`config.mk`:
```
export PLATFORM = sky130hd
export DESIGN_NAME = base64_stream_decoder
export DESIGN_NICKNAME = d
export VERILOG_FILES = /design/src/rtl/core/b64d_pkg.sv /design/src/rtl/core/base64_stream_decoder.sv /design/src/rtl/core/b64d_fifo.sv
export SDC_FILE = /design/constraint.sdc
export NUM_CORES = 1
export LEC_CHECK = 0
export ABC_AREA = 1
export ABC_CLOCK_PERIOD_IN_PS = 4300
export BUFFER_PORTS_ARGS = -buffer_cell sky130_fd_sc_hd__buf_2
export CORE_ASPECT_RATIO = 1.5
export CORE_MARGIN = 5
export CORE_UTILIZATION = 35
export DETAILED_ROUTE_END_ITERATION = 10
export PLACE_DENSITY = 0.5
export REMOVE_ABC_BUFFERS = 1
export SLEW_MARGIN = 20
export SYNTH_ARGS = -nofsm -noshare
export SYNTH_HDL_FRONTEND = slang
export SYNTH_SLANG_ARGS = --single-unit
```
`constraint.sdc`:
```
create_clock -name clk -period 4.3 [get_ports clk]
set_input_delay 0.86 -clock clk [delete_from_list [all_inputs] [get_ports clk]]
set_output_delay 0.86 -clock clk [all_outputs]
set_load 0.02 [all_outputs]
```
`src/rtl/core/b64d_pkg.sv`:
```
// Package for the base64 stream decoder: result word type, character codes,
// alphabet lookup and byte assembly functions. No dependencies.
package b64d_pkg;

    localparam logic [7:0] CHAR_PAD     = 8'h3D;  // '='
    localparam logic [7:0] CHAR_UPPER_A = 8'h41;
    localparam logic [7:0] CHAR_UPPER_Z = 8'h5A;
    localparam logic [7:0] CHAR_LOWER_A = 8'h61;
    localparam logic [7:0] CHAR_LOWER_Z = 8'h7A;
    localparam logic [7:0] CHAR_DIGIT_0 = 8'h30;
    localparam logic [7:0] CHAR_DIGIT_9 = 8'h39;
    localparam logic [7:0] CHAR_PLUS    = 8'h2B;
    localparam logic [7:0] CHAR_SLASH   = 8'h2F;

    localparam logic [7:0] LOWER_BASE = 8'd26;
    localparam logic [7:0] DIGIT_BASE = 8'd52;
    localparam logic [5:0] SEXTET_PLUS  = 6'd62;
    localparam logic [5:0] SEXTET_SLASH = 6'd63;

    localparam logic [5:0] MASK_HI2 = 6'h30;
    localparam logic [5:0] MASK_LO4 = 6'h0F;
    localparam logic [5:0] MASK_MID = 6'h3C;
    localparam logic [5:0] MASK_LO2 = 6'h03;

    // One result word.
    typedef struct packed {
        logic [7:0] data_byte;
        logic       byte_valid;
        logic       run_last;
        logic       message_end;
    } result_t;

    // Bit 6 set: not an alphabet character.
    function automatic logic [6:0] sextet_of(input logic [7:0] c);
        logic [6:0] r;
        r = 7'h40;
        if (c >= CHAR_UPPER_A && c <= CHAR_UPPER_Z)
            r = {1'b0, 6'(c - CHAR_UPPER_A)};
        else if (c >= CHAR_LOWER_A && c <= CHAR_LOWER_Z)
            r = {1'b0, 6'(c - CHAR_LOWER_A + LOWER_BASE)};
        else if (c >= CHAR_DIGIT_0 && c <= CHAR_DIGIT_9)
            r = {1'b0, 6'(c - CHAR_DIGIT_0 + DIGIT_BASE)};
        else if (c == CHAR_PLUS)
            r = {1'b0, SEXTET_PLUS};
        else if (c == CHAR_SLASH)
            r = {1'b0, SEXTET_SLASH};
        return r;
    endfunction

    function automatic logic [7:0] byte0(input logic [5:0] s0, input logic [5:0] s1);
        logic [5:0] hi;
        hi = s1 & MASK_HI2;
        return {s0, hi[5:4]};
    endfunction

    function automatic logic [7:0] byte1(input logic [5:0] s1, input logic [5:0] s2);
        logic [5:0] lo;
        logic [5:0] mid;
        lo  = s1 & MASK_LO4;
        mid = s2 & MASK_MID;
        return {lo[3:0], mid[5:2]};
    endfunction

    function automatic logic [7:0] byte2(input logic [5:0] s2, input logic [5:0] s3);
        logic [5:0] lo;
        lo = s2 & MASK_LO2;
        return {lo[1:0], s3};
    endfunction

endpackage

```
`src/rtl/core/base64_stream_decoder.sv`:
```
// Top level of the base64 stream decoder (standard alphabet).
// Depends on b64d_pkg and b64d_fifo.
//
// One character word enters per cycle. Alphabet characters become 6-bit
// sextets; anything else is skipped, and after the first '=' every character
// up to message_last is ignored. Each fourth sextet releases three bytes; on
// message_last a tail of two or three sextets releases one or two bytes, a
// lone sextet is dropped, and an end word with byte_valid low marks a final
// character that gave no byte. All decode state clears after message_last.
// An accepted character waits in the input register, where its results are
// formed and written into the result queue once it has room for three words;
// the head of the queue drives the output. The input takes a character every
// cycle while the queue has room for three words; the queue drains one byte
// per cycle, which at three bytes per four characters keeps one character
// per cycle sustained when out_ready stays high. QUEUE_DEPTH must be a
// power of two, at least 4; the block does not check it.
module base64_stream_decoder #(
    parameter int QUEUE_DEPTH = 8
) (
    input  logic       clk,
    input  logic       rst_n,
    input  logic       in_valid,
    output logic       in_ready,
    input  logic [7:0] char_in,
    input  logic       message_last,
    output logic       out_valid,
    input  logic       out_ready,
    output logic [7:0] data_byte,
    output logic       byte_valid,
    output logic       run_last,
    output logic       message_end
);

    // Input register.
    logic       stg_valid_reg, stg_valid_next;
    logic [7:0] stg_char_reg;
    logic       stg_last_reg;

    // Decode state.
    logic [5:0] sextet_store_reg [3];
    logic [5:0] sextet_store_next [3];
    logic [1:0] sextet_count_reg, sextet_count_next;
    logic       padding_seen_reg, padding_seen_next;

    logic [6:0] sx;
    logic       is_pad;
    logic       take;
    logic       group;
    logic [1:0] cnt_after;
    logic [5:0] st_a [3];
    logic [1:0] n_res;
    logic       advance;
    logic [1:0] push_n;
    logic       room;
    logic       pop;

    b64d_pkg::result_t slot [3];
    b64d_pkg::result_t head;

    // The register moves on when the queue can take a full group.
    assign advance  = stg_valid_reg && room;
    assign in_ready = !stg_valid_reg || room;
    assign push_n   = advance ? n_res : 2'd0;

    always_comb
    begin
        sx        = b64d_pkg::sextet_of(stg_char_reg);
        is_pad    = (stg_char_reg == b64d_pkg::CHAR_PAD);
        take      = !padding_seen_reg && !is_pad && !sx[6];
        group     = take && (sextet_count_reg == 2'd3);
        st_a      = sextet_store_reg;
        cnt_after = sextet_count_reg;
        if (take && !group)
        begin
            st_a[sextet_count_reg] = sx[5:0];
            cnt_after              = sextet_count_reg + 2'd1;
        end

        for (int k = 0; k < 3; k++)
            slot[k] = '0;
        n_res = 2'd0;

        if (group)
        begin
            // Fourth sextet completes the group: three bytes.
            slot[0].data_byte  = b64d_pkg::byte0(sextet_store_reg[0], sextet_store_reg[1]);
            slot[1].data_byte  = b64d_pkg::byte1(sextet_store_reg[1], sextet_store_reg[2]);
            slot[2].data_byte  = b64d_pkg::byte2(sextet_store_reg[2], sx[5:0]);
            slot[0].byte_valid = 1'b1;
            slot[1].byte_valid = 1'b1;
            slot[2].byte_valid = 1'b1;
            n_res              = 2'd3;
        end
        else if (stg_last_reg)
        begin
            // Tail flush; a bare end word when nothing is left.
            if (cnt_after >= 2'd2)
            begin
                slot[0].data_byte  = b64d_pkg::byte0(st_a[0], st_a[1]);
                slot[0].byte_valid = 1'b1;
                n_res              = 2'd1;
            end
            if (cnt_after == 2'd3)
            begin
                slot[1].data_byte  = b64d_pkg::byte1(st_a[1], st_a[2]);
                slot[1].byte_valid = 1'b1;
                n_res              = 2'd2;
            end
            if (n_res == 2'd0)
                n_res = 2'd1;
        end

        for (int k = 0; k < 3; k++)
        begin
            slot[k].run_last    = (n_res != 2'd0) && (2'(k) == n_res - 2'd1);
            slot[k].message_end = slot[k].run_last && stg_last_reg;
        end
    end

    always_comb
    begin
        stg_valid_next    = stg_valid_reg;
        sextet_store_next = sextet_store_reg;
        sextet_count_next = sextet_count_reg;
        padding_seen_next = padding_seen_reg;
        if (in_ready)
            stg_valid_next = in_valid;
        if (advance)
        begin
            if (stg_last_reg)
            begin
                for (int k = 0; k < 3; k++)
                    sextet_store_next[k] = '0;
                sextet_count_next = 2'd0;
                padding_seen_next = 1'b0;
            end
            else
            begin
                sextet_store_next = st_a;
                sextet_count_next = group ? 2'd0 : cnt_after;
                padding_seen_next = padding_seen_reg || is_pad;
            end
        end
    end

    // Payload of the input register.
    always_ff @(posedge clk)
    begin
        if (in_valid && in_ready)
        begin
            stg_char_reg <= char_in;
            stg_last_reg <= message_last;
        end
    end

    always_ff @(posedge clk or negedge rst_n)
    begin
        if (!rst_n)
        begin
            stg_valid_reg    <= 1'b0;
            for (int k = 0; k < 3; k++)
                sextet_store_reg[k] <= '0;
            sextet_count_reg <= 2'd0;
            padding_seen_reg <= 1'b0;
        end
        else
        begin
            stg_valid_reg    <= stg_valid_next;
            sextet_store_reg <= sextet_store_next;
            sextet_count_reg <= sextet_count_next;
            padding_seen_reg <= padding_seen_next;
        end
    end

    assign pop = out_valid && out_ready;

    b64d_fifo #(
        .DEPTH (QUEUE_DEPTH)
    ) u_fifo (
        .clk       (clk),
        .rst_n     (rst_n),
        .push_n    (push_n),
        .push_data (slot),
        .pop       (pop),
        .head      (head),
        .not_empty (out_valid),
        .room      (room)
    );

    assign data_byte   = head.data_byte;
    assign byte_valid  = head.byte_valid;
    assign run_last    = head.run_last;
    assign message_end = head.message_end;

endmodule

```
`src/rtl/core/b64d_fifo.sv`:
```
// Result queue for the base64 stream decoder: takes up to three words per
// cycle, gives one per cycle while popped. Depends on b64d_pkg.
module b64d_fifo #(
    parameter int DEPTH = 8   // power of two, at least 4
) (
    input  logic                 clk,
    input  logic                 rst_n,
    input  logic [1:0]           push_n,
    input  b64d_pkg::result_t    push_data [3],
    input  logic                 pop,
    output b64d_pkg::result_t    head,
    output logic                 not_empty,
    output logic                 room
);

    localparam int PTR_W = $clog2(DEPTH);
    localparam int CNT_W = $clog2(DEPTH + 1);

    b64d_pkg::result_t   mem_reg [DEPTH];
    logic [PTR_W-1:0]    wr_ptr_reg, wr_ptr_next;
    logic [PTR_W-1:0]    rd_ptr_reg, rd_ptr_next;
    logic [CNT_W-1:0]    count_reg, count_next;

    assign not_empty = (count_reg != '0);
    assign room      = (count_reg <= CNT_W'(DEPTH - 3));
    assign head      = mem_reg[rd_ptr_reg];

    always_comb
    begin
        wr_ptr_next = wr_ptr_reg + PTR_W'(push_n);
        rd_ptr_next = rd_ptr_reg + PTR_W'(pop);
        count_next  = count_reg + CNT_W'(push_n) - CNT_W'(pop);
    end

    always_ff @(posedge clk)
    begin
        for (int k = 0; k < 3; k++)
        begin
            if (2'(k) < push_n)
                mem_reg[wr_ptr_reg + PTR_W'(k)] <= push_data[k];
        end
    end

    always_ff @(posedge clk or negedge rst_n)
    begin
        if (!rst_n)
        begin
            wr_ptr_reg <= '0;
            rd_ptr_reg <= '0;
            count_reg  <= '0;
        end
        else
        begin
            wr_ptr_reg <= wr_ptr_next;
            rd_ptr_reg <= rd_ptr_next;
            count_reg  <= count_next;
        end
    end

endmodule

```
==> flow_summary.json, run 1 <==
{
  "start_kind": "register",
  "dpl_cell_area_um2": 9400,
  "worstHoldPathCells": 1,
  "synthDistinctLibCells": 39,
  "irDropWorstVdd_mv": 0.267,
  "leakagePower_nw": 4.67,
  "io_pins": 26,
  "tightest_slew_ns": 0.962,
  "gp_congestion": 0.886,
  "diodes": 0,
  "post_cts_resized": 0,
  "worst_hold_startpoint": "u_fifo.rd_ptr_reg[2]",
  "max_stage_delay_ns": 0.53,
  "min_path_type": "reg2reg",
  "clk_pin_slew_ns": 0.06,
  "vias": 7957,
  "ant_nets": 0,
  "clock_latency_ns": 0.44,
  "finalWirelength_mm": 29.9,
  "nets": 1264,
  "core_um2": 25000,
  "cts_buffers": 17,
  "drv_cap": 0,
  "clock_skew_ns": 0.00910,
  "die_h_um": 204,
  "ys_warn_count": 0,
  "clock.fmax_mhz": 266,
  "cts-root-buf": "clkbuf_16",
  "routedWlPerCell_um": 19.1,
  "cts.htree.levels": 4,
  "status": "finished, final reports clean",
  "dp.cells": 1535,
  "drv_slew": 0,
  "layout_commonest_cell": "nand2_1",
  "clockBufferDepth": 2,
  "setup_tns_ns": 0,
  "hold_viol_final": 0,
  "via_per_inst": 5.08,
  "grt_antenna_before_repair": 0,
  "ys_ff_latch": 129,
  "dieArea_um2": 28500,
  "timing.rr.start": "stg_char_reg[2]",
  "ys_seq_area_share_pct": 42.1,
  "dpl.hpwl_mm": 22.1,
  "crit_start": "stg_char_reg[2]",
  "reg2reg_slack_ns": 0.54,
  "fp-row-count": 71,
  "synth_top_area_share_pct": 33.0,
  "crit_path_max_fanout": 11,
  "drive_gt1_share_pct": 11.7,
  "cp-end-kind": "register",
  "cts_setup_buffers": 0,
  "stdcell_count": 1566,
  "netlist_instances": 1186,
  "worstRegToRegCells": 15,
  "yosysTopAreaCell": "edfxtp_1",
  "cp_slowest_cell": "nand3_1",
  "worst_hold_slack_ns": 0.467,
  "postCtsHoldBufs": 0,
  "path_class": "reg2reg",
  "first_global_vias": 7885,
  "drtIter0Drc": 634,
  "start_util_pct": 35.3,
  "crit_required_ns": 4.37,
  "track_usage_pct": 21.6,
  "fin_crit_sh_pct": 87.4,
  "cts_tree": "built",
  "rsz0062_at_grt": "no",
  "r2r_end": "u_fifo.mem_reg[6][9]",
  "dr.pass1.iters": 6,
  "hold_end": "u_fifo.rd_ptr_reg[2]",
  "synth_area_leaders": "edfxtp_1 (33%), nand2_1 (20%), dfrtp_1 (9.1%)",
  "power.density_nw_per_um2": 635,
  "route.detailed.drc": 0,
  "min_period_ns": 3.76,
  "cp_cell_sequence": "inv_1 > ha_1 > nand2_1 > nor3_1 > nor2_2 > nand2_2 > nand3_4 > nand4_1 > nand3_4 > nand2_2 > inv_2 > nor2_4 > buf_4 > nand2_1 > nand3_1",
  "largest_reg_flops": 88,
  "synth.cell_area_um2": 8820,
  "crit_arrival_ns": 3.82,
  "overflow": 0,
  "syn_area_per_cell_um2": 7.44,
  "finalSetupViolations": 0,
  "grt_pass1_wl_mm": 46.4,
  "clock_sink_count": 129,
  "layout_common_cells": "nand2_1 (466), nor2_1 (118), nand3_1 (109)",
  "fin_total_pwr_mw": 6.37,
  "port_buffers": 25,
  "grt_start_max_net_pins": 73,
  "die_w_um": 140,
  "areaGrowthSynthToFinish_pct": 13.7,
  "max_slew_margin_pct": 35.6,
  "postLayoutCellArea_um2": 10000
}
worst max-delay path, delay by kind of cell, from the launching register on:
family,cells,cell delay [ns]
buffers and inverters,3,0.48
adder cells (fa/ha/maj),1,0.21
AND/OR/NAND/NOR,11,2.20
flip-flops,1,0.50
worst max-delay path by stage:
stage / endpoint / slack (ns) / depth (start not counted)
2_1_floorplan: u_fifo.mem_reg[2][0] / -0.07 / 15
3_3_place_gp: u_fifo.mem_reg[6][0] / 0.57 / 17
3_5_place_dp: u_fifo.mem_reg[6][0] / 0.54 / 15
4_1_cts: u_fifo.mem_reg[6][1] / 0.53 / 15
5_1_grt: u_fifo.mem_reg[6][9] / 0.16 / 17
6_report: u_fifo.mem_reg[6][9] / 0.54 / 15
layer usage:
metal	global-route usage (%)	vias to the layer above	share of wire [%]
met2	39.2	210	52
met3	3.21	81	3.9
met4	12.8	0	6.6
met1	23.8	3713	38
met5	0	-	0
li1	-	3953	-
layout make-up:
class,instances,area (um^2)
well taps,328,410
clock buffers,25,572
inverters,88,330
flip-flops and latches,129,3710
fillers,2579,14900
repair buffers,66,433
clock inverters,6,61.3
multi-input cells,924,4510
cell usage after synthesis:
library cell and count:
fa_1 2, xnor2_1 2, nand2_8 1, nand4_1 7
inv_1 83, a22o_1 7, nand2_2 7, buf_1 1
inv_2 4, a21oi_1 8, nor3_1 11, a31oi_1 11
nand3_1 109, dfrtp_1 32, xor2_1 9, edfxtp_1 97
nor2_2 4, buf_8 6, nor2_4 11, a21oi_2 2
nand4_2 1, o21ai_0 81, o32ai_1 1, nand2_4 7
o22ai_1 12, buf_4 2, nand2_1 466, o21ai_1 6
ha_1 23, clkbuf_1 28, nor2_1 118, or2_2 2
clkinv_1 1, nand3b_1 1, nand3_4 10, buf_6 3
buf_2 5, and2_1 1, o21bai_1 4
per-stage QoR:
stage	setup WS, ns	util (%)
after floorplan	-0.0724	-
after global placement	0.566	37.6
after detailed placement	0.538	37.6
after CTS	0.528	40.2
after global routing	0.159	40.2
final	0.544	40.2
report_power, final:
group	switching [mW]	internal, mW
Clock	0.556	0.978
Sequential	0.147	1.66
Combinational	2.17	0.858
Total	2.87	3.50
cells by family after synthesis:
| group | synth area share (%) |
|---|---|
| adders and majority gates | 3.72 |
| buffers and inverters | 6.84 |
| DFF | 42.1 |
| and+or+nand+nor | 37.9 |
| AOI/OAI and AO/OA | 8.36 |
| xor gates and xnor gates | 1.09 |
Power figures use the tool's default switching activity.
==> run 2: changes to the inputs <==
--- a/config.mk
+++ b/config.mk
@@ -8,9 +8,10 @@
 export ABC_AREA = 1
 export ABC_CLOCK_PERIOD_IN_PS = 4300
 export BUFFER_PORTS_ARGS = -buffer_cell sky130_fd_sc_hd__buf_2
-export CORE_ASPECT_RATIO = 1.5
+export CORE_ASPECT_RATIO = 0.5
 export CORE_MARGIN = 5
 export CORE_UTILIZATION = 35
+export CTS_CLUSTER_SIZE = 25
 export DETAILED_ROUTE_END_ITERATION = 10
 export PLACE_DENSITY = 0.5
 export REMOVE_ABC_BUFFERS = 1
==> run 2 against run 1 <==
Sequential share of layout area up 0.16 points. Highest routed layer unchanged. Maximum frequency down 0.35%. Sequential cell count unchanged. Largest power group unchanged. Final area down 0.42%. Via count up 3.5%. Count of clock-buffer cells in the layout down 7. Power up 0.41%. Final cell count up 0.83%. Critical path depth up 4. Utilization down 0.20 points. Global-route usage up 0.86 points. Worst hold slack better by 0.020 ns.
==> flow_summary.json, run 2 (synthesis results as in run 1) <==
{
  "cp_slowest_cell": "edfxtp_1",
  "drtIter0Drc": 894,
  "fp-row-count": 41,
  "clkPwrFrac_pct": 23.5,
  "dieArea_um2": 28700,
  "layout_commonest_cell": "nand2_1",
  "finalSetupViolations": 0,
  "max_stage_delay_ns": 0.51,
  "power.internal_mw": 3.41,
  "power.density_nw_per_um2": 641,
  "cts_setup_buffers": 0,
  "timing.rr.start": "stg_char_reg[2]",
  "status": "finished, final reports clean",
  "irDropWorstVdd_mv": 0.234,
  "largest_reg_flops": 88,
  "routedWlPerCell_um": 20.0,
  "gp_congestion": 0.912,
  "cp_cell_sequence": "inv_1 > ha_1 > nand2_1 > nand2_1 > nand3_1 > nand2_1 > nand2_1 > nand2_2 > nand3_4 > nand3_4 > nand2_2 > nand2_4 > nand2_2 > nand2_4 > nand2_8 > nand2_4 > nand2_1 > nand2_1 > nand3_1",
  "die_w_um": 234,
  "start_kind": "register",
  "track_usage_pct": 22.5,
  "dr.pass1.iters": 8,
  "pwr-share-seq_pct": 28.9,
  "vias": 8234,
  "hold_viol_final": 0,
  "worst_hold_startpoint": "sextet_store_reg[1]",
  "worst_path_dominant_cell_family": "simple AND/OR/NAND/NOR gates",
  "areaGrowthSynthToFinish_pct": 13.2,
  "swShare_pct": 46.6,
  "layout_common_cells": "nand2_1 (466), nor2_1 (118), nand3_1 (109)",
  "leakagePower_nw": 4.62,
  "cts.htree.levels": 4,
  "reg2reg_slack_ns": 0.53,
  "crit_path_frequent_cell": "nand2_1",
  "tightest_slew_ns": 1.13,
  "clock_latency_ns": 0.44,
  "path_class": "reg2reg",
  "p_switching_mw": 2.98,
  "cts-root-buf": "clkbuf_16",
  "dpl.hpwl_mm": 22.2,
  "grt_pass1_wl_mm": 47.3,
  "setup_tns_ns": 0,
  "diodes": 0,
  "postCtsHoldBufs": 0,
  "clock_skew_ns": 0.0123,
  "finish.utilization_pct": 40.0,
  "min_path_type": "reg2reg",
  "route.detailed.drc": 0,
  "grt_start_max_net_pins": 46,
  "crit_path_max_fanout": 11,
  "crit_buf_inv": 1,
  "grt_antenna_before_repair": 0,
  "crit_arrival_ns": 3.76,
  "die_h_um": 122,
  "cts_buffers": 17,
  "rsz0062_at_grt": "no",
  "min_period_ns": 3.77,
  "clockBufferDepth": 2,
  "crit_required_ns": 4.29,
  "p_comb_share_pct": 47.6,
  "drv_cap": 0,
  "nets": 1261,
  "fin_crit_sh_pct": 87.7,
  "clock.fmax_mhz": 265,
  "stdcell_count": 1579,
  "overflow": 0,
  "ant_nets": 0,
  "crit_start": "stg_char_reg[2]",
  "finalWirelength_mm": 31.6,
  "start_util_pct": 35.3,
  "port_buffers": 25,
  "core_um2": 25000,
  "first_global_vias": 7679,
  "dp.cells": 1548,
  "clk_pin_slew_ns": 0.06,
  "io_pins": 26,
  "clock_sink_count": 129,
  "cts_tree": "built",
  "drive_gt1_share_pct": 11.5,
  "cp-end-kind": "register",
  "via_per_inst": 5.21,
  "max_slew_margin_pct": 24.6,
  "post_cts_resized": 0,
  "drv_slew": 0
}
[run 2: worst reg2reg max path: cells and delay by family (launching register included)]
family	cells	cell delay, ns
fa+ha+maj	1	0.31
simple gates	17	2.32
buf+inv	1	0.20
flops	1	0.51
[run 2: power by group through the flow]
stage                     sequential, mW  combinational [mW]  clock (mW)
after global routing                1.88                3.37        1.57
after detailed placement            1.87                3.02           0
final                               1.85                3.04        1.50
after floorplan                     1.85                1.88           0
after global placement              1.87                3.03           0
after CTS                           1.85                3.04        1.52
[run 2: routing by layer]
layer,up-vias,GRT usage [%],routed length (um)
met5,-,0,0
met2,401,31.5,12900
li1,3951,-,-
met4,0,8.82,986
met3,55,5.87,3380
met1,3827,33.0,14300
[run 2: path summary, 6_finish.rpt]
kind | end | cells past startpoint
max in group asynchronous | sextet_store_reg[17] | 1
max reg2reg | u_fifo.mem_reg[0][3] | 19
min | sextet_store_reg[1] | 2
min in group asynchronous | sextet_store_reg[0] | 1
max | u_fifo.mem_reg[0][3] | 19
min reg2reg | sextet_store_reg[1] | 2
[run 2: layout make-up]
type | instances | area [um^2]
sequential | 129 | 3710
tap | 344 | 430
multi-input combinational | 924 | 4510
clock inverter | 13 | 160
inverter | 88 | 330
clock buffer | 18 | 429
timing repair buffer | 63 | 410
fill | 2603 | 15000
[run 2: stage by stage]
step	worst slack, ns	power (mW)	hold slack, ns	instance area [um^2]
final	0.530	6.40	0.486	9990
after detailed placement	0.549	4.90	0.484	9400
after floorplan	-0.0724	3.73	0.442	8550
after global routing	0.181	6.82	0.530	9990
after CTS	0.502	6.40	0.498	9990
after global placement	0.649	4.90	0.485	9390
==> run 3: changes to the inputs <==
--- a/config.mk
+++ b/config.mk
@@ -5,7 +5,6 @@
 export SDC_FILE = /design/constraint.sdc
 export NUM_CORES = 1
 export LEC_CHECK = 0
-export ABC_AREA = 1
 export ABC_CLOCK_PERIOD_IN_PS = 4300
 export BUFFER_PORTS_ARGS = -buffer_cell sky130_fd_sc_hd__buf_2
 export CORE_ASPECT_RATIO = 0.5
==> run 3 against run 2 <==
First-iteration DRC count decreased by 42%. Combinational power decreased by 11%. Highest routed layer unchanged. Clock power decreased by 5%. Final cell count decreased by 32%. Utilization increased by 0.19 points. Critical path type unchanged. Wire length decreased by 20%. Setup slack got worse by 0.080 ns. Sequential share of layout area increased by 1.5 points. Power decreased by 3.9%. Global-route usage decreased by 3.8 points. Non-clock buffer count decreased by 4.
==> flow_summary.json, run 3 <==
{
  "status": "finished, final reports clean",
  "layout_commonest_cell": "mux2i_1",
  "drive_gt1_share_pct": 22.6,
  "cts_setup_buffers": 0,
  "ys_warn_count": 0,
  "first_global_vias": 6243,
  "post_cts_resized": 0,
  "grt_start_max_net_pins": 33,
  "async_flop_share_pct": 24.8,
  "largest_reg_flops": 88,
  "cp-end-kind": "register",
  "ys_seq_area_share_pct": 43.8,
  "synth_top_area_share_pct": 34.3,
  "netlist_instances": 714,
  "overflow": 0,
  "clockBufferDepth": 2,
  "crit_required_ns": 4.45,
  "dieArea_um2": 27600,
  "cts_buffers": 17,
  "synth.cell_area_um2": 8480,
  "ys_top_cells_by_count": "mux2i_1 (103), edfxtp_1 (97), nand2_1 (60)",
  "clk_pin_slew_ns": 0.06,
  "synthDistinctLibCells": 85,
  "finish.utilization_pct": 40.2,
  "min_path_type": "in2async",
  "routedWlPerCell_um": 23.5,
  "hold_viol_final": 0,
  "cts-root-buf": "clkbuf_16",
  "max_slew_margin_pct": 43.6,
  "clock_skew_ns": 0.0165,
  "ant_nets": 0,
  "layout_common_cells": "mux2i_1 (103), edfxtp_1 (97), nand2_1 (60)",
  "worst_path_dominant_cell_family": "compound AO/OA/AOI/OAI gates",
  "cp_slowest_cell": "edfxtp_1",
  "yosysTopAreaCell": "edfxtp_1",
  "nets": 786,
  "diodes": 0,
  "route.detailed.drc": 0,
  "vias": 6167,
  "cts.htree.levels": 4,
  "drtIter0Drc": 516,
  "synthFlopType": "edfxtp_1",
  "crit_buf_inv": 2,
  "min_period_ns": 3.85,
  "core_um2": 23900,
  "clock_sink_count": 129,
  "synth_edf_count": 97,
  "path_class": "reg2reg",
  "clock.fmax_mhz": 260,
  "finalSetupViolations": 0,
  "drv_slew": 0,
  "clock_latency_ns": 0.44,
  "areaGrowthSynthToFinish_pct": 13.2,
  "cp_cell_sequence": "inv_1 > ha_1 > nand4bb_2 > and3b_1 > o2111a_1 > a31o_4 > a21oi_2 > o21a_1 > a21o_1 > o21ai_1 > buf_4",
  "track_usage_pct": 18.7,
  "drv_cap": 0,
  "power.density_nw_per_um2": 640,
  "fp-row-count": 40,
  "die_w_um": 230,
  "gp_congestion": 0.858,
  "setup_tns_ns": 0,
  "grt_antenna_before_repair": 0,
  "dpl.hpwl_mm": 17.7,
  "start_util_pct": 35.5,
  "irDropWorstVdd_mv": 0.324,
  "yosysMostFrequentCell": "mux2i_1",
  "crit_arrival_ns": 4.00,
  "tightest_slew_ns": 0.846,
  "synth_area_leaders": "edfxtp_1 (34%), mux2i_1 (12%), dfrtp_1 (9.4%)",
  "crit_path_max_fanout": 23,
  "ys_ff_latch": 129,
  "worst_hold_slack_ns": 0.497,
  "via_per_inst": 5.74,
  "die_h_um": 120,
  "dr.pass1.iters": 5,
  "rsz0062_at_grt": "no",
  "fin_crit_sh_pct": 89.5,
  "leakagePower_nw": 3.72,
  "grt_pass1_wl_mm": 38.6,
  "postCtsHoldBufs": 0,
  "io_pins": 26,
  "finalWirelength_mm": 25.2,
  "port_buffers": 25,
  "cts_tree": "built",
  "start_kind": "register",
  "max_stage_delay_ns": 0.51,
  "syn_area_per_cell_um2": 11.9
}
==> run 3: area by class of cell <==
| type | instances | area (um^2) |
|---|---|---|
| well taps | 315 | 394 |
| clock inverters | 14 | 140 |
| multi-input cells | 518 | 4470 |
| clock buffers | 17 | 425 |
| repair buffers | 59 | 380 |
| fillers | 2278 | 14300 |
| inverters | 23 | 86.3 |
| flip-flops and latches | 129 | 3710 |
==> run 3: logic make-up (layout without fill, tap and decap cells) <==
logic type,Yosys count,count (layout),synth area share [%]
simple gates,169,169,10.5
xor+xnor,9,9,0.929
buf+inv,67,113,4.14
mux,152,152,21.6
flops,129,129,43.8
fa+ha+maj,25,25,3.86
compound gates,163,163,15.2
==> run 3: final timing paths <==
path | end | slack, ns | cells past startpoint | from
max in group asynchronous | u_fifo.count_reg[0] | 3.29 | 1 | rst_n
min in group clk | u_fifo.rd_ptr_reg[0] | 0.50 | 1 | u_fifo.rd_ptr_reg[0]
hold / removal | padding_seen_reg | 0.50 | 1 | rst_n
hold reg to reg | u_fifo.rd_ptr_reg[0] | 0.50 | 1 | u_fifo.rd_ptr_reg[0]
setup / recovery | u_fifo.mem_reg[7][6] | 0.45 | 11 | stg_char_reg[1]
setup reg to reg | u_fifo.mem_reg[7][6] | 0.45 | 11 | stg_char_reg[1]
==> run 3: where the power goes <==
part           internal (mW)  leakage [nW]  switching (mW)
Combinational           1.05          2.14            1.66
Sequential              1.73          1.31           0.283
Clock                  0.845         0.272           0.577
==> run 3: per-stage QoR <==
step | setup WS, ns | instance area [um^2] | std cells | power [mW]
final | 0.450 | 9610 | 1075 | 6.15
after global routing | 0.243 | 9610 | 1075 | 6.52
after CTS | 0.503 | 9610 | 1075 | 6.19
after detailed placement | 0.521 | 9040 | 1044 | 4.75
after global placement | 0.622 | 9040 | 1044 | 4.72
after floorplan | 0.105 | 8220 | 670 | 3.81
==> run 3: layer usage <==
metal  vias to the layer above  GRT usage [%]  routed length (um)  part of all wire (%)
met5                         -              0                   0                     0
met4                         0           6.19                 578                   2.3
met3                        33           4.42                1640                   6.5
met2                       231           28.2               11100                    44
met1                      3061           26.6               11900                    47
li1                       2842              -                   -                     -
